## src/design/fri_pkg.sv

```systemverilog
// ----------------------------------------------------------------------------
// fri_pkg
// Shared types and constants of the frame reorder injector: default sizes,
// count and lfsr constants, register indexes and the sequencer states.
// ----------------------------------------------------------------------------
package fri_pkg;

  // default sizes handed to the top level parameters
  localparam int HOLD_DEPTH_DEF  = 8;
  localparam int HANDLE_BITS_DEF = 8;

  // held counts
  localparam int              COUNT_W   = 16;
  localparam logic [COUNT_W-1:0] COUNT_MAX = '1;

  // shuffle lfsr (galois, shifting right)
  localparam int               LFSR_W     = 16;
  localparam logic [LFSR_W-1:0] LFSR_RESET = 16'hACE1;
  localparam logic [LFSR_W-1:0] LFSR_TAPS  = 16'hB400;

  // configuration port
  localparam int CFG_IDX_W  = 2;
  localparam int CFG_DATA_W = 16;

  localparam logic [CFG_IDX_W-1:0] REG_THRESHOLD   = 2'd0;
  localparam logic [CFG_IDX_W-1:0] REG_COUNT_MATCH = 2'd1;
  localparam logic [CFG_IDX_W-1:0] REG_SHUFFLE     = 2'd2;

  // sequencer states
  typedef enum logic [3:0] {
    ST_IDLE,
    ST_FIND,
    ST_SCAN_RD,
    ST_SCAN_WR,
    ST_DRAW,
    ST_DIV,
    ST_SW_RD_I,
    ST_SW_RD_J,
    ST_SW_WR_I,
    ST_SW_WR_J,
    ST_PASS,
    ST_EMIT_RD,
    ST_EMIT_WR
  } fri_state_t;

endpackage

```

## src/design/fri_ram.sv

```systemverilog
// ----------------------------------------------------------------------------
// fri_ram
// Generic single write port, single read port memory with registered read.
// ----------------------------------------------------------------------------
module fri_ram #(
  parameter int WIDTH = 8,
  parameter int DEPTH = 8,
  localparam int ADDR_W = (DEPTH > 1) ? $clog2(DEPTH) : 1
) (
  input  logic              clk,
  input  logic              we,
  input  logic [ADDR_W-1:0] waddr,
  input  logic [WIDTH-1:0]  wdata,
  input  logic [ADDR_W-1:0] raddr,
  output logic [WIDTH-1:0]  rdata
);

  logic [WIDTH-1:0] mem [DEPTH];

  // write port
  always_ff @(posedge clk) begin
    if (we) begin
      mem[waddr] <= wdata;
    end
  end

  // registered read port
  always_ff @(posedge clk) begin
    rdata <= mem[raddr];
  end

endmodule

```

## src/design/fri_mod.sv

```systemverilog
// ----------------------------------------------------------------------------
// fri_mod
// Serial remainder unit: one restoring step per cycle over the lfsr word,
// gives draw modulo divisor for the shuffle.
// ----------------------------------------------------------------------------
module fri_mod #(
  parameter int DIV_W = 4
) (
  input  logic                      clk,
  input  logic                      rst,
  input  logic                      start,
  input  logic [fri_pkg::LFSR_W-1:0] dividend,
  input  logic [DIV_W-1:0]          divisor,
  output logic                      done,
  output logic [DIV_W-1:0]          rem
);
  import fri_pkg::*;

  localparam int STEP_W = $clog2(LFSR_W + 1);

  logic              busy;
  logic [STEP_W-1:0] steps;
  logic [LFSR_W-1:0] quot;
  logic [DIV_W-1:0]  dsr;
  logic [DIV_W-1:0]  rem_acc;
  logic [DIV_W:0]    trial;
  logic              fits;

  // one restoring step: shift in next dividend bit, subtract if it fits
  assign trial = {rem_acc, quot[LFSR_W-1]};
  assign fits  = trial >= {1'b0, dsr};
  assign rem   = rem_acc;

  // control
  always_ff @(posedge clk) begin
    if (rst) begin
      busy  <= 1'b0;
      done  <= 1'b0;
      steps <= '0;
    end else begin
      done <= 1'b0;
      if (start) begin
        busy  <= 1'b1;
        steps <= STEP_W'(LFSR_W);
      end else if (busy) begin
        steps <= steps - 1'b1;
        if (steps == STEP_W'(1)) begin
          busy <= 1'b0;
          done <= 1'b1;
        end
      end
    end
  end

  // datapath
  always_ff @(posedge clk) begin
    if (start) begin
      quot    <= dividend;
      dsr     <= divisor;
      rem_acc <= '0;
    end else if (busy) begin
      quot    <= quot << 1;
      rem_acc <= fits ? DIV_W'(trial - {1'b0, dsr}) : DIV_W'(trial);
    end
  end

endmodule

```

## src/design/frame_reorder_injector.sv

```systemverilog
// ----------------------------------------------------------------------------
// frame_reorder_injector
// Holds selected frames in a small slot store and reinjects them once enough
// frames have passed, in slot order or in an lfsr-shuffled order.
// ----------------------------------------------------------------------------
//
//  channel  | direction | handshake                  | payload
//  ---------+-----------+----------------------------+------------------------------------
//  frame    | in        | frame_valid / frame_stall  | frame_handle, stream_match,
//           |           |                            | take_request
//  result   | out       | result_valid / result_stall| out_handle, reinjected, last_of_run
//  cfg      | in        | cfg_write                  | cfg_index, cfg_data
//
//  A held frame waits in a first-free slot search (ST_FIND).
//  A passed frame runs the count/release scan (a read and a write state per slot),
//  then per shuffle swap a draw, the serial remainder unit, two reads and two
//  writes, then the passed result, then each released result, read and then
//  written out through the single read port of the batch memory.
//  Reset (rst, synchronous) clears slot valid bits and registers and reloads
//  the lfsr seed.
//  A stalled result holds the sequencer in its pass or emit state; frame_stall
//  is high whenever the sequencer is away from idle.
// ----------------------------------------------------------------------------
module frame_reorder_injector #(
  parameter int HOLD_DEPTH  = fri_pkg::HOLD_DEPTH_DEF,
  parameter int HANDLE_BITS = fri_pkg::HANDLE_BITS_DEF
) (
  input  logic                          clk,
  input  logic                          rst,
  // frame channel
  input  logic                          frame_valid,
  output logic                          frame_stall,
  input  logic [HANDLE_BITS-1:0]        frame_handle,
  input  logic                          stream_match,
  input  logic                          take_request,
  // result channel
  output logic                          result_valid,
  input  logic                          result_stall,
  output logic [HANDLE_BITS-1:0]        out_handle,
  output logic                          reinjected,
  output logic                          last_of_run,
  // configuration
  input  logic                          cfg_write,
  input  logic [fri_pkg::CFG_IDX_W-1:0] cfg_index,
  input  logic [fri_pkg::CFG_DATA_W-1:0] cfg_data
);
  import fri_pkg::*;

  localparam int SLOT_W = (HOLD_DEPTH > 1) ? $clog2(HOLD_DEPTH) : 1;
  localparam int CNT_W  = $clog2(HOLD_DEPTH + 1);
  localparam logic [SLOT_W-1:0] LAST_SLOT = SLOT_W'(HOLD_DEPTH - 1);

  // configuration registers
  logic [COUNT_W-1:0] thr;
  logic               cmo;
  logic               shuf;

  // sequencer and working registers
  fri_state_t          state, state_next;
  logic [HOLD_DEPTH-1:0] held_valid;
  logic [SLOT_W-1:0]   idx;
  logic [CNT_W-1:0]    n;
  logic [CNT_W-1:0]    k;
  logic [CNT_W-1:0]    shuf_i;
  logic [SLOT_W-1:0]   shuf_j;
  logic [HANDLE_BITS-1:0] tmp_i;
  logic [HANDLE_BITS-1:0] cur_handle;
  logic                cur_match;
  logic [LFSR_W-1:0]   lfsr;
  logic [LFSR_W-1:0]   lfsr_next;

  // memory ports
  logic                   hram_we;
  logic [HANDLE_BITS-1:0] hram_rdata;
  logic                   cram_we;
  logic [COUNT_W-1:0]     cram_wdata;
  logic [COUNT_W-1:0]     cram_rdata;
  logic                   bram_we;
  logic [SLOT_W-1:0]      bram_waddr;
  logic [HANDLE_BITS-1:0] bram_wdata;
  logic [SLOT_W-1:0]      bram_raddr;
  logic [HANDLE_BITS-1:0] bram_rdata;

  // remainder unit
  logic             div_start;
  logic             div_done;
  logic [CNT_W-1:0] div_rem;

  // scan helpers
  logic               any_free;
  logic               cnt_en;
  logic [COUNT_W-1:0] cnt_new;
  logic               rel;
  logic [CNT_W-1:0]   n_after;
  logic               out_free;
  logic               out_load;
  logic [HANDLE_BITS-1:0] load_handle;
  logic               load_reinj;
  logic               load_last;
  logic               emit_last;

  assign frame_stall = (state != ST_IDLE);
  assign any_free    = ~&held_valid;
  assign cnt_en      = !cmo || cur_match;
  assign cnt_new     = (cnt_en && cram_rdata != COUNT_MAX) ? cram_rdata + 1'b1 : cram_rdata;
  assign rel         = held_valid[idx] && (cnt_new >= thr);
  assign n_after     = n + CNT_W'(rel);
  assign out_free    = !result_valid || !result_stall;
  assign emit_last   = (k == n - 1'b1);
  assign lfsr_next   = lfsr[0] ? ((lfsr >> 1) ^ LFSR_TAPS) : (lfsr >> 1);

  // slot stores and release batch
  fri_ram #(.WIDTH(HANDLE_BITS), .DEPTH(HOLD_DEPTH)) u_handle_ram (
    .clk   (clk),
    .we    (hram_we),
    .waddr (idx),
    .wdata (cur_handle),
    .raddr (idx),
    .rdata (hram_rdata)
  );

  fri_ram #(.WIDTH(COUNT_W), .DEPTH(HOLD_DEPTH)) u_count_ram (
    .clk   (clk),
    .we    (cram_we),
    .waddr (idx),
    .wdata (cram_wdata),
    .raddr (idx),
    .rdata (cram_rdata)
  );

  fri_ram #(.WIDTH(HANDLE_BITS), .DEPTH(HOLD_DEPTH)) u_batch_ram (
    .clk   (clk),
    .we    (bram_we),
    .waddr (bram_waddr),
    .wdata (bram_wdata),
    .raddr (bram_raddr),
    .rdata (bram_rdata)
  );

  fri_mod #(.DIV_W(CNT_W)) u_mod (
    .clk      (clk),
    .rst      (rst),
    .start    (div_start),
    .dividend (lfsr_next),
    .divisor  (shuf_i + 1'b1),
    .done     (div_done),
    .rem      (div_rem)
  );

  // state register
  always_ff @(posedge clk) begin
    if (rst) begin
      state <= ST_IDLE;
    end else begin
      state <= state_next;
    end
  end

  // next state and memory / unit controls
  always_comb begin
    state_next  = state;
    hram_we     = 1'b0;
    cram_we     = 1'b0;
    cram_wdata  = '0;
    bram_we     = 1'b0;
    bram_waddr  = n[SLOT_W-1:0];
    bram_wdata  = hram_rdata;
    bram_raddr  = k[SLOT_W-1:0];
    div_start   = 1'b0;
    out_load    = 1'b0;
    load_handle = bram_rdata;
    load_reinj  = 1'b1;
    load_last   = emit_last;
    unique case (state)
      ST_IDLE: begin
        if (frame_valid) begin
          state_next = (stream_match && take_request && any_free) ? ST_FIND : ST_SCAN_RD;
        end
      end
      ST_FIND: begin
        if (!held_valid[idx]) begin
          hram_we    = 1'b1;
          cram_we    = 1'b1;
          state_next = ST_IDLE;
        end
      end
      ST_SCAN_RD: begin
        state_next = ST_SCAN_WR;
      end
      ST_SCAN_WR: begin
        cram_we    = held_valid[idx];
        cram_wdata = cnt_new;
        bram_we    = rel;
        if (idx == LAST_SLOT) begin
          state_next = (shuf && n_after > CNT_W'(1)) ? ST_DRAW : ST_PASS;
        end else begin
          state_next = ST_SCAN_RD;
        end
      end
      ST_DRAW: begin
        div_start  = 1'b1;
        state_next = ST_DIV;
      end
      ST_DIV: begin
        if (div_done) begin
          state_next = ST_SW_RD_I;
        end
      end
      ST_SW_RD_I: begin
        bram_raddr = shuf_i[SLOT_W-1:0];
        state_next = ST_SW_RD_J;
      end
      ST_SW_RD_J: begin
        bram_raddr = shuf_j;
        state_next = ST_SW_WR_I;
      end
      ST_SW_WR_I: begin
        bram_we    = 1'b1;
        bram_waddr = shuf_i[SLOT_W-1:0];
        bram_wdata = bram_rdata;
        state_next = ST_SW_WR_J;
      end
      ST_SW_WR_J: begin
        bram_we    = 1'b1;
        bram_waddr = shuf_j;
        bram_wdata = tmp_i;
        state_next = (shuf_i == CNT_W'(1)) ? ST_PASS : ST_DRAW;
      end
      ST_PASS: begin
        load_handle = cur_handle;
        load_reinj  = 1'b0;
        load_last   = (n == '0);
        if (out_free) begin
          out_load   = 1'b1;
          state_next = (n == '0) ? ST_IDLE : ST_EMIT_RD;
        end
      end
      ST_EMIT_RD: begin
        state_next = ST_EMIT_WR;
      end
      ST_EMIT_WR: begin
        if (out_free) begin
          out_load   = 1'b1;
          state_next = emit_last ? ST_IDLE : ST_EMIT_RD;
        end
      end
      default: begin
        state_next = ST_IDLE;
      end
    endcase
  end

  // configuration, valid bits and lfsr
  always_ff @(posedge clk) begin
    if (rst) begin
      thr        <= '0;
      cmo        <= 1'b0;
      shuf       <= 1'b0;
      held_valid <= '0;
      lfsr       <= LFSR_RESET;
    end else begin
      if (cfg_write) begin
        unique case (cfg_index)
          REG_THRESHOLD:   thr  <= cfg_data[COUNT_W-1:0];
          REG_COUNT_MATCH: cmo  <= cfg_data[0];
          REG_SHUFFLE:     shuf <= cfg_data[0];
          default: ;
        endcase
      end
      if (state == ST_FIND && !held_valid[idx]) begin
        held_valid[idx] <= 1'b1;
      end
      if (state == ST_SCAN_WR && rel) begin
        held_valid[idx] <= 1'b0;
      end
      if (state == ST_DRAW) begin
        lfsr <= lfsr_next;
      end
    end
  end

  // working registers of one item
  always_ff @(posedge clk) begin
    case (state)
      ST_IDLE: begin
        idx        <= '0;
        n          <= '0;
        cur_handle <= frame_handle;
        cur_match  <= stream_match;
      end
      ST_FIND: begin
        if (held_valid[idx]) begin
          idx <= idx + 1'b1;
        end
      end
      ST_SCAN_WR: begin
        n      <= n_after;
        shuf_i <= n_after - 1'b1;
        if (idx != LAST_SLOT) begin
          idx <= idx + 1'b1;
        end
      end
      ST_DIV: begin
        shuf_j <= div_rem[SLOT_W-1:0];
      end
      ST_SW_RD_J: begin
        tmp_i <= bram_rdata;
      end
      ST_SW_WR_J: begin
        shuf_i <= shuf_i - 1'b1;
      end
      ST_PASS: begin
        k <= '0;
      end
      ST_EMIT_WR: begin
        if (out_free) begin
          k <= k + 1'b1;
        end
      end
      default: ;
    endcase
  end

  // output register
  always_ff @(posedge clk) begin
    if (rst) begin
      result_valid <= 1'b0;
    end else if (out_load) begin
      result_valid <= 1'b1;
    end else if (!result_stall) begin
      result_valid <= 1'b0;
    end
  end

  always_ff @(posedge clk) begin
    if (out_load) begin
      out_handle  <= load_handle;
      reinjected  <= load_reinj;
      last_of_run <= load_last;
    end
  end

`ifndef SYNTHESIS
  // an accepted item always takes the sequencer away from idle
  a_busy_after_accept: assert property (@(posedge clk) disable iff (rst)
    frame_valid && !frame_stall |=> frame_stall)
    else $error("frame_stall low right after an accepted item");

  // back in idle, a waiting result can only be the last one of its run
  a_idle_pending_last: assert property (@(posedge clk) disable iff (rst)
    state == ST_IDLE && result_valid |-> last_of_run)
    else $error("result pending in idle is not last of run");

  // shuffle draw never points past the current position
  a_draw_in_range: assert property (@(posedge clk) disable iff (rst)
    div_done |-> div_rem <= shuf_i)
    else $error("shuffle draw beyond current position");

  // the release scan only ever frees slots
  a_scan_frees_only: assert property (@(posedge clk) disable iff (rst)
    state == ST_SCAN_WR |=> $countones(held_valid) <= $past($countones(held_valid)))
    else $error("slot became valid during release scan");
`endif

endmodule

```

## config.mk

```make
export PLATFORM = sky130hd
export DESIGN_NAME = frame_reorder_injector
export DESIGN_NICKNAME = d
export VERILOG_FILES = /design/src/design/fri_pkg.sv /design/src/design/fri_ram.sv /design/src/design/fri_mod.sv /design/src/design/frame_reorder_injector.sv
export SDC_FILE = /design/constraint.sdc
export NUM_CORES = 1
export LEC_CHECK = 0
export ABC_AREA = 0
export BUFFER_PORTS_ARGS = -buffer_cell sky130_fd_sc_hd__buf_4
export CORE_MARGIN = 2
export CORE_UTILIZATION = 28
export CTS_CLUSTER_SIZE = 16
export DETAILED_ROUTE_END_ITERATION = 8
export GPL_TIMING_DRIVEN = 1
export PLACE_DENSITY = 0.41
export SETUP_SLACK_MARGIN = 0.15
export SLEW_MARGIN = 25
export SYNTH_ARGS = -nofsm -noshare
export SYNTH_HDL_FRONTEND = slang
export SYNTH_SLANG_ARGS = --single-unit
```

## constraint.sdc

```tcl
create_clock -name clk -period 4.4 [get_ports clk]
set_clock_uncertainty 0.1 [all_clocks]
set_input_delay 0.44 -clock clk [delete_from_list [all_inputs] [get_ports clk]]
set_output_delay 0.44 -clock clk [all_outputs]
set_load 0.01 [all_outputs]
```

==> results of run 1 <==
==> power breakdown <==
part / leakage (nW) / total, mW / switching (mW) / internal (mW)
registers: 3.65 / 4.93 / 0.267 / 4.66
clock network: 0.718 / 3.80 / 1.60 / 2.21
logic: 2.65 / 2.94 / 1.79 / 1.15
==> how the worst min path moves through the flow <==
stage / start / endpoint / slack, ns
after floorplan: u_batch_ram.rdata[0] / tmp_i[0] / 0.33
after global placement: lfsr[1] / lfsr[1] / 0.34
after detailed placement: thr[3] / thr[3] / 0.35
after CTS: cfg_data[3] / thr[3] / 0.0003
after global routing: cfg_data[4] / thr[4] / 0.03
final: cfg_data[10] / thr[10] / 0.04
==> flip-flops by register name (all words and copies together), names as in the netlist, 16 cells and up <==
name,cells
u_count_ram.mem,128
u_batch_ram.mem,64
u_handle_ram.mem,64
lfsr,16
thr,16
u_count_ram.rdata,16
u_mod.quot,16
==> logic make-up after synthesis <==
| group | Yosys count | share of synthesized area (%) |
|---|---|---|
| flip-flops | 411 | 67.75 |
| AND/OR/NAND/NOR | 396 | 11.35 |
| AO/OA/AOI/OAI | 238 | 9.706 |
| buffers and inverters | 99 | 2.497 |
| multiplexers | 43 | 4.001 |
| XOR/XNOR | 38 | 2.060 |
| adder cells (fa/ha/maj) | 35 | 2.638 |
==> worst register-to-register path, stage by stage (launching register included) <==
cell and delay (ns):
dfxtp_4 0.36, ha_4 0.16, nand4_1 0.16, buf_4 0.19, nor3_4 0.04, buf_6 0.14
nor3_4 0.17, xor2_1 0.21, ha_1 0.29, a211oi_2 0.20, nor2_1 0.07, nor3_2 0.21
o211ai_1 0.15, and2_4 0.19, ha_4 0.16, ha_4 0.27, inv_4 0.05, ha_4 0.17
nor2_4 0.10, nor4_1 0.05, a2111oi_0 0.25, nor4b_2 0.32, o41ai_2 0.12
==> placed cells by master (no fill, tap or decap), types with 7 or more instances in the layout <==
cell type,n
clkbuf_16,45
a22oi_1,97
xor2_1,15
dlygate4sd3_1,15
nor3_2,8
mux2_2,7
ha_1,29
dfxtp_1,85
o21ai_0,17
buf_4,126
o211ai_1,7
nor2_2,8
nor2_4,7
edfxtp_1,321
a21oi_1,52
and3_1,7
nor2_1,46
nand2b_1,14
and2_1,22
mux2i_1,17
inv_1,33
clkinv_2,11
xnor2_1,16
nand4_1,37
nand3_1,11
nor3_1,23
nand2_1,164
clkbuf_1,11
mux4_2,10
==> routing by layer <==
layer  vias to the layer above  track usage [%]  part of all wire, %
met2                       172            23.26                   46
met3                        54            2.441                  3.9
met1                      5463            20.30                   48
met5                         -                0                    0
met4                         0            3.804                  1.8
li1                       5036                -                    -
==> area by class of cell <==
type / count / area, um2 / area share [%]
sequential: 411 / 11450 / 55.63
timing repair buffer: 144 / 1130 / 5.489
antenna: 1 / 2.502 / 0.01216
tap: 782 / 978.4 / 4.754
clock buffer: 57 / 1181 / 5.738
clock inverter: 26 / 281.5 / 1.368
multi-input combinational: 750 / 5423 / 26.34
inverter: 36 / 137.6 / 0.6687
==> per-stage QoR <==
stage	cell area, um2	utilization [%]	instances	hold WS, ns	power, mW
global route	20580	34.29	2206	0.02533	12.24
finish	20580	34.29	2207	0.03616	11.67
floorplan	16990	-	1260	0.3293	6.511
global placement	18620	31.02	2094	0.3447	7.771
detailed placement	18640	31.06	2094	0.3463	7.778
CTS	20330	33.87	2197	0.0003325	11.69
==> repair_timing <==
action	in CTS	in global routing
hold buffers	15	0
resized for setup	11	33
pin swaps	14	26
endpoints found under the setup margin	4	4
hold endpoints to repair	15	0
buffers inserted	5	9
==> impl_metrics.ini, run 1 <==
[outcome]
outcome = complete, no violations

[routing]
drt-total-wl_mm = 45.62
vias_per_cell = 4.860
drtIter0Drc = 647
remaining_drc_errors = 0
avgRoutedWirePerCell_um = 20.67
ant_nets = 0
vias = 10730
drtPass1Iterations = 5

[layout]
syn2layout_area_growth_pct = 21.89
drive_gt1_share_pct = 20.51
num-nets-final = 1456
nFillCells = 5893

[setup_path]
worst-path-stages = 22
endpoint = state[1]
crit_top_cell = ha_4
crit_start = u_count_ram.rdata[0]
cp_slowest_cell = dfxtp_4
critPathLaunchType = register
cp_data_required_time_ns = 4.75
critPathArrivalTime_ns = 4.63
crit-reg2reg-launch = u_count_ram.rdata[0]
max_stage_delay_ns = 0.36
path_cells = ha_4 -> nand4_1 -> buf_4 -> nor3_4 -> buf_6 -> nor3_4 -> xor2_1 -> ha_1 -> a211oi_2 -> nor2_1 -> nor3_2 -> o211ai_1 -> and2_4 -> ha_4 -> ha_4 -> inv_4 -> ha_4 -> nor2_4 -> nor4_1 -> a2111oi_0 -> nor4b_2 -> o41ai_2
path_delay_family = simple AND/OR/NAND/NOR gates
path_class = register to register
r2r_end = state[1]
path_max_fanout = 4
critPathBufInv = 3
ff2ff_setup_slack_ns = 0.12
rr_worst_depth = 22
end_kind = register

[global_route]
gr-total-overflow = 0
grt_antenna_before_repair = 1
grt_pass1_vias = 10680
grtUsageTotal_pct = 14.49
grt_max_degree = 54
grt_first_pass_wirelength_mm = 68.54

[die]
num_io_pins = 45
die_h_um = 249.6
chipWidth_um = 249.6
die_area_mm2 = 0.06229
start_util_pct = 28.14
core_mm2 = 0.06002
rows = 90

[synthesis]
yosys.area.top_type = edfxtp_1
syn_nets = 1328
netlist.area_leader.share_pct = 57.08
syn_area_per_cell_um2 = 13.40
synth_area_leaders = edfxtp_1 (57%), dfxtp_1 (11%), a22oi_1 (4.3%), nand2_1 (3.6%), ha_1 (2.5%)
async_flop_share_pct = 0
ys_seq_elements = 411
syn_inst = 1260
yosysMostFrequentCell = edfxtp_1
netlist_area_mm2 = 0.01689
ys_seq_area_share_pct = 67.75
synth-edff-count = 321
yosysUniqueCellTypes = 78
synthTopCellsByCount = edfxtp_1 (321), nand2_1 (164), a22oi_1 (97)
yosys_warnings = 0
ys_dominant_reg_cell = edfxtp_1

[clock_network]
clock_sinks = 411
cts_buffers = 45
cts_root_buffer = clkbuf_16
h-tree-depth = 2
clkTransAtPathRegs_ns = 0.07
cts_tree = done
clock_path_buffers = 3
clk_latency_ns = 0.59

[timing]
max_freq_mhz = 233.7
hold_violations = 0
fin_crit_ns = 4.279
period_share_pct = 97.26
setup_ws_ns = 0.1207
setup_viol = 0
rsz0062_at_grt = yes
setup_tns_ns = 0
maxSlewHeadroom_pct = 33.11
drv_slew = 0
tightestPinTransition_ns = 1.001

[placement]
pre_cts_slack_ns = 0.02889
gp_congestion = 0.7635
dp_hpwl_mm = 28.39
io_buffers = 44

[worst_hold_path]
worstHoldPathType = input pin to register
holdPathStages = 3

[power_and_ir_drop]
p_leak_nw = 7.018
power.density_mw_per_mm2 = 566.8
ir_drop_v = 0.0002704

[run]
maxCapViolations = 0
No activity file was read; power rests on OpenSTA's default activity.
==> run 2, diff against run 1 <==
--- a/config.mk
+++ b/config.mk
@@ -13,7 +13,6 @@
 export DETAILED_ROUTE_END_ITERATION = 8
 export GPL_TIMING_DRIVEN = 1
 export PLACE_DENSITY = 0.41
-export SETUP_SLACK_MARGIN = 0.15
 export SLEW_MARGIN = 25
 export SYNTH_ARGS = -nofsm -noshare
 export SYNTH_HDL_FRONTEND = slang
==> run 2 against run 1 <==
Sequential power barely moved. Sequential cell count unchanged. Maximum frequency decreased by 0.96%. Count of clock-buffer cells in the layout rose by 11. Via count fell by 0.20%. Final cell count increased by 0.95%. Routed wire length shrank 2.3%. Power is 0.32% lower. Global-route usage fell by 0.22 points. Largest cell class unchanged. Largest power group unchanged. Worst setup slack worse by 0.042 ns.
==> impl_metrics.ini, run 2 (same netlist as run 1, synthesis figures left out) <==
[outcome]
outcome = complete, no violations

[placement]
io_buffers = 44
gp_congestion = 0.7694
dp_hpwl_mm = 28.51
placed_cells = 2110

[timing]
max_freq_mhz = 231.4
hold_violations = 0
setup_tns_ns = 0
maxSlewHeadroom_pct = 32.85
setup_viol = 0
rsz0062_at_grt = yes
tightestPinTransition_ns = 1.004
period_share_pct = 98.20
drv_slew = 0
fin_crit_ns = 4.321

[setup_path]
max_stage_delay_ns = 0.58
end_kind = register
crit-reg2reg-launch = cmo
cp_data_required_time_ns = 4.73
cp_slowest_cell = or4_4
path_class = register to register
path_cells = nor2b_1 -> or4_4 -> buf_4 -> nor3_2 -> xor2_1 -> ha_1 -> nand4_1 -> nor3_2 -> nor3_2 -> o211ai_1 -> and2_4 -> ha_4 -> ha_4 -> inv_4 -> ha_4 -> nor2_4 -> nor4_2 -> a2111oi_0 -> nor4b_2 -> o41ai_1
path_max_fanout = 3
r2r_end = state[1]
critPathLaunchType = register
ff2ff_setup_slack_ns = 0.08
critPathArrivalTime_ns = 4.65
crit_start = cmo
rr_worst_depth = 20

[run]
maxCapViolations = 0

[global_route]
grt_pass1_vias = 10660
gr-total-overflow = 0
grtUsageTotal_pct = 14.27
grt_first_pass_wirelength_mm = 67.61
grt_antenna_before_repair = 0
grt_max_degree = 54

[clock_network]
clock_path_buffers = 3
clkTransAtPathRegs_ns = 0.06
h-tree-depth = 2
cts_root_buffer = clkbuf_16
cts_buffers = 47
cts_tree = done
clock_sinks = 411
clk_latency_ns = 0.58

[routing]
drtPass1Iterations = 6
vias = 10700
ant_nets = 0
drtIter0Drc = 761
drt-total-wl_mm = 44.60
remaining_drc_errors = 0
vias_per_cell = 4.804
avgRoutedWirePerCell_um = 20.02

[die]
rows = 90
num_io_pins = 45
core_mm2 = 0.06002
chipWidth_um = 249.6
start_util_pct = 28.14
die_area_mm2 = 0.06229
die_h_um = 249.6

[layout]
antenna_cells = 0
num-nets-final = 1475
largest_reg_flops = 128
nFillCells = 5885
utilization_pct = 34.43
final_cells = 2228
top_register = u_count_ram.mem
syn2layout_area_growth_pct = 22.38
mostFrequentLayoutCells = edfxtp_1 (321), nand2_1 (164), buf_4 (144)
largestRegisters = u_count_ram.mem (128), u_batch_ram.mem (64), u_handle_ram.mem (64)
drive_gt1_share_pct = 20.47
mostFrequentLayoutCell = edfxtp_1

[power_and_ir_drop]
total_power_mw = 11.63
power.density_mw_per_mm2 = 562.7
p_leak_nw = 7.090
ir_drop_v = 0.0002828

[worst_hold_path]
hp-start = cfg_data[9]
holdPathEnd = thr[9]
worstHoldPathType = input pin to register
holdPathStages = 3
[run 2: changes by cell type in the layout (fill, tap and decap cells not counted), moves of 3 or more]
cell	before	now
clkbuf_16	45	49
nor3_4	5	2
o21ai_1	3	6
clkbuf_1	11	14
dfxtp_1	85	88
clkbuf_8	1	5
o21ai_2	4	1
bufinv_16	5	0
clkinv_2	11	8
dfxtp_2	4	0
nor2_1	46	49
nor3_2	8	11
buf_4	126	144
[run 2: stage by stage]
stage,hold slack (ns),area [um2],worst slack [ns]
global route,0.01647,20670,-0.1690
global placement,0.3450,18710,-0.1118
finish,0.03794,20670,0.07907
floorplan,0.3293,16960,0.0003344
detailed placement,0.3503,18720,-0.1757
CTS,0.002576,20450,0.004794
[run 2: critical path: cells and delay by family (launching register included)]
family | cells | cell delay [ns]
AO/OA/AOI/OAI | 3 | 0.55
XOR/XNOR | 1 | 0.23
adder cells (fa/ha/maj) | 4 | 0.90
buffers and inverters | 2 | 0.21
flip-flops | 1 | 0.30
AND/OR/NAND/NOR | 10 | 1.86
[run 2: per-layer routing]
metal | vias to the layer above | GRT usage (%) | share of wire [%]
met5 | - | 0 | 0
met4 | 0 | 4.182 | 2.2
met3 | 66 | 2.211 | 3.7
met2 | 186 | 22.90 | 47
met1 | 5359 | 19.96 | 48
li1 | 5093 | - | -
[run 2: repair_timing]
item | 4_1_cts | 5_1_grt
hold endpoints to repair | 16 | 0
setup endpoints to repair | 3 | 4
setup buffers | 4 | 10
resized for setup | 9 | 27
pin swaps | 10 | 28
hold buffers | 16 | 0
[run 2: how the worst max path moves through the flow]
stage	endpoint	slack (ns)
floorplan	state[3]	0.0003
detailed placement	state[1]	-0.18
global route	state[1]	-0.17
CTS	state[3]	0.005
finish	state[1]	0.08
global placement	state[1]	-0.11
[run 2: area by class of cell]
cell class              instances  area, um2  area share [%]
flip-flops and latches        411      11450           55.39
multi-input cells             750       5358           25.92
clock inverters                20      145.1          0.7023
inverters                      36      137.6          0.6659
well taps                     782      978.4           4.734
repair buffers                161       1252           6.060
clock buffers                  68       1348           6.520
[run 2: where the power goes]
group          internal, mW  total (mW)  switching [mW]
clock network          2.14        3.73            1.58
logic                  1.20        3.00            1.80
registers              4.66        4.90           0.241
total                  8.00        11.6            3.63
==> run 3, diff against run 2 <==
--- a/config.mk
+++ b/config.mk
@@ -12,6 +12,7 @@
 export CTS_CLUSTER_SIZE = 16
 export DETAILED_ROUTE_END_ITERATION = 8
 export GPL_TIMING_DRIVEN = 1
+export MAX_ROUTING_LAYER = met4
 export PLACE_DENSITY = 0.41
 export SLEW_MARGIN = 25
 export SYNTH_ARGS = -nofsm -noshare
==> run 3 against run 2 <==
Clock power is essentially flat. Non-clock buffer count is the same. Largest power group unchanged. Critical path type unchanged. Maximum frequency is essentially flat. Power is essentially flat. Highest routed layer unchanged. Largest cell class unchanged.
==> impl_metrics.ini, run 3 (same netlist as run 1, synthesis figures left out) <==
[outcome]
outcome = complete, no violations

[clock_network]
cts_tree = done
cts_root_buffer = clkbuf_16
clk_latency_ns = 0.58
clock_path_buffers = 3
clkTransAtPathRegs_ns = 0.06
cts_buffers = 47
h-tree-depth = 2
clock_sinks = 411

[layout]
drive_gt1_share_pct = 20.47
nFillCells = 5885
syn2layout_area_growth_pct = 22.38
largest_reg_flops = 128
mostFrequentLayoutCells = edfxtp_1 (321), nand2_1 (164), buf_4 (144)
num-nets-final = 1475
largestRegisters = u_count_ram.mem (128), u_batch_ram.mem (64), u_handle_ram.mem (64)
top_register = u_count_ram.mem
antenna_cells = 0
mostFrequentLayoutCell = edfxtp_1

[die]
die_area_mm2 = 0.06229
rows = 90
die_h_um = 249.6
num_io_pins = 45
chipWidth_um = 249.6
core_mm2 = 0.06002
start_util_pct = 28.14

[routing]
avgRoutedWirePerCell_um = 20.03
vias_per_cell = 4.791
vias = 10680
drt-total-wl_mm = 44.63
drtPass1Iterations = 4
ant_nets = 0
remaining_drc_errors = 0
drtIter0Drc = 760

[run]
maxCapViolations = 0

[global_route]
grt_antenna_before_repair = 0
gr-total-overflow = 0
grtUsageTotal_pct = 14.70
grt_busiest_layer = met2
grt_first_pass_wirelength_mm = 67.64
grt_pass1_vias = 10640
grtUsageMet3_pct = 2.211
grt_max_degree = 54
met1_usage_pct = 19.95
grtUsageMet2_pct = 22.92

[timing]
tightestPinTransition_ns = 1.003
rsz0062_at_grt = yes
period_share_pct = 98.25
max_freq_mhz = 231.3
setup_tns_ns = 0
hold_violations = 0
fin_crit_ns = 4.323
hold_ws_ns = 0.03734
setup_viol = 0
maxSlewHeadroom_pct = 32.87
drv_slew = 0

[setup_path]
path_max_fanout = 3
crit-reg2reg-launch = cmo
path_class = register to register
end_kind = register
crit_start = cmo
critPathArrivalTime_ns = 4.65
cp_data_required_time_ns = 4.73
critPathLaunchType = register

[worst_hold_path]
hp-start = cfg_data[9]
worstHoldPathType = input pin to register

[power_and_ir_drop]
p_leak_nw = 7.090
power.density_mw_per_mm2 = 563.1
ir_drop_v = 0.0002840

[placement]
io_buffers = 44
gp_congestion = 0.7797
dp_hpwl_mm = 28.51
## run 3: cell counts in the layout (fill, tap and decap cells not counted)
Identical to the previous run, type by type.
## run 3: final cells by class
type | count | area [um2] | area share [%]
Sequential cell | 411 | 11450 | 55.39
Multi-Input combinational cell | 750 | 5358 | 25.92
Clock buffer | 68 | 1348 | 6.520
Clock inverter | 20 | 145.1 | 0.7023
Tap cell | 782 | 978.4 | 4.734
Timing Repair Buffer | 161 | 1252 | 6.060
Inverter | 36 | 137.6 | 0.6659
## run 3: final timing paths
| kind | to | slack, ns | depth (start not counted) |
|---|---|---|---|
| setup reg to reg | state[1] | 0.08 | 20 |
| setup / recovery | state[1] | 0.08 | 20 |
| hold / removal | thr[9] | 0.04 | 3 |
| hold reg to reg | lfsr[1] | 0.35 | 2 |
## run 3: repair_timing
item	CTS	global route
setup endpoints to repair	3	4
gates resized for setup	9	27
setup buffers	4	10
endpoints found under the hold margin	16	0
hold buffers	16	0
cloned	0	0
pin swaps	10	28
## run 3: metrics by stage
| stage | area [um2] | cells | utilization [%] | worst slack (ns) | total power, mW |
|---|---|---|---|---|---|
| 2_1_floorplan | 16960 | 1260 | - | 0.0003344 | 6.469 |
| 5_1_grt | 20670 | 2228 | 34.43 | -0.1690 | 12.25 |
| 3_3_place_gp | 18710 | 2110 | 31.17 | -0.1118 | 7.776 |
| 6_report | 20670 | 2228 | 34.43 | 0.07714 | 11.64 |
| 3_5_place_dp | 18720 | 2110 | 31.19 | -0.1757 | 7.772 |
| 4_1_cts | 20450 | 2218 | 34.07 | 0.004794 | 11.61 |
## run 3: power by group
group          switching (mW)  leakage, nW  internal, mW  total, mW
clock                    1.59        0.723          2.14       3.73
sequential              0.240         3.65          4.66       4.90
combinational            1.81         2.72          1.20       3.01
## run 3: critical path, stage by stage, from the launching register on
cell	delay [ns]
dfxtp_1	0.30
nor2b_1	0.15
or4_4	0.58
buf_4	0.16
nor3_2	0.12
xor2_1	0.23
ha_1	0.30
nand4_1	0.13
nor3_2	0.06
nor3_2	0.22
o211ai_1	0.16
and2_4	0.20
ha_4	0.16
ha_4	0.27
inv_4	0.05
ha_4	0.17
nor2_4	0.11
nor4_2	0.05
a2111oi_0	0.29
nor4b_2	0.25
o41ai_1	0.11
## run 3: per-layer routing
metal / share of wire (%) / vias up / routed length, um
li1: - / 5085 / -
met1: 47 / 5339 / 21160
met5: 0 / - / 0
met2: 47 / 180 / 20850
met4: 2.2 / 0 / 979
met3: 3.7 / 71 / 1645
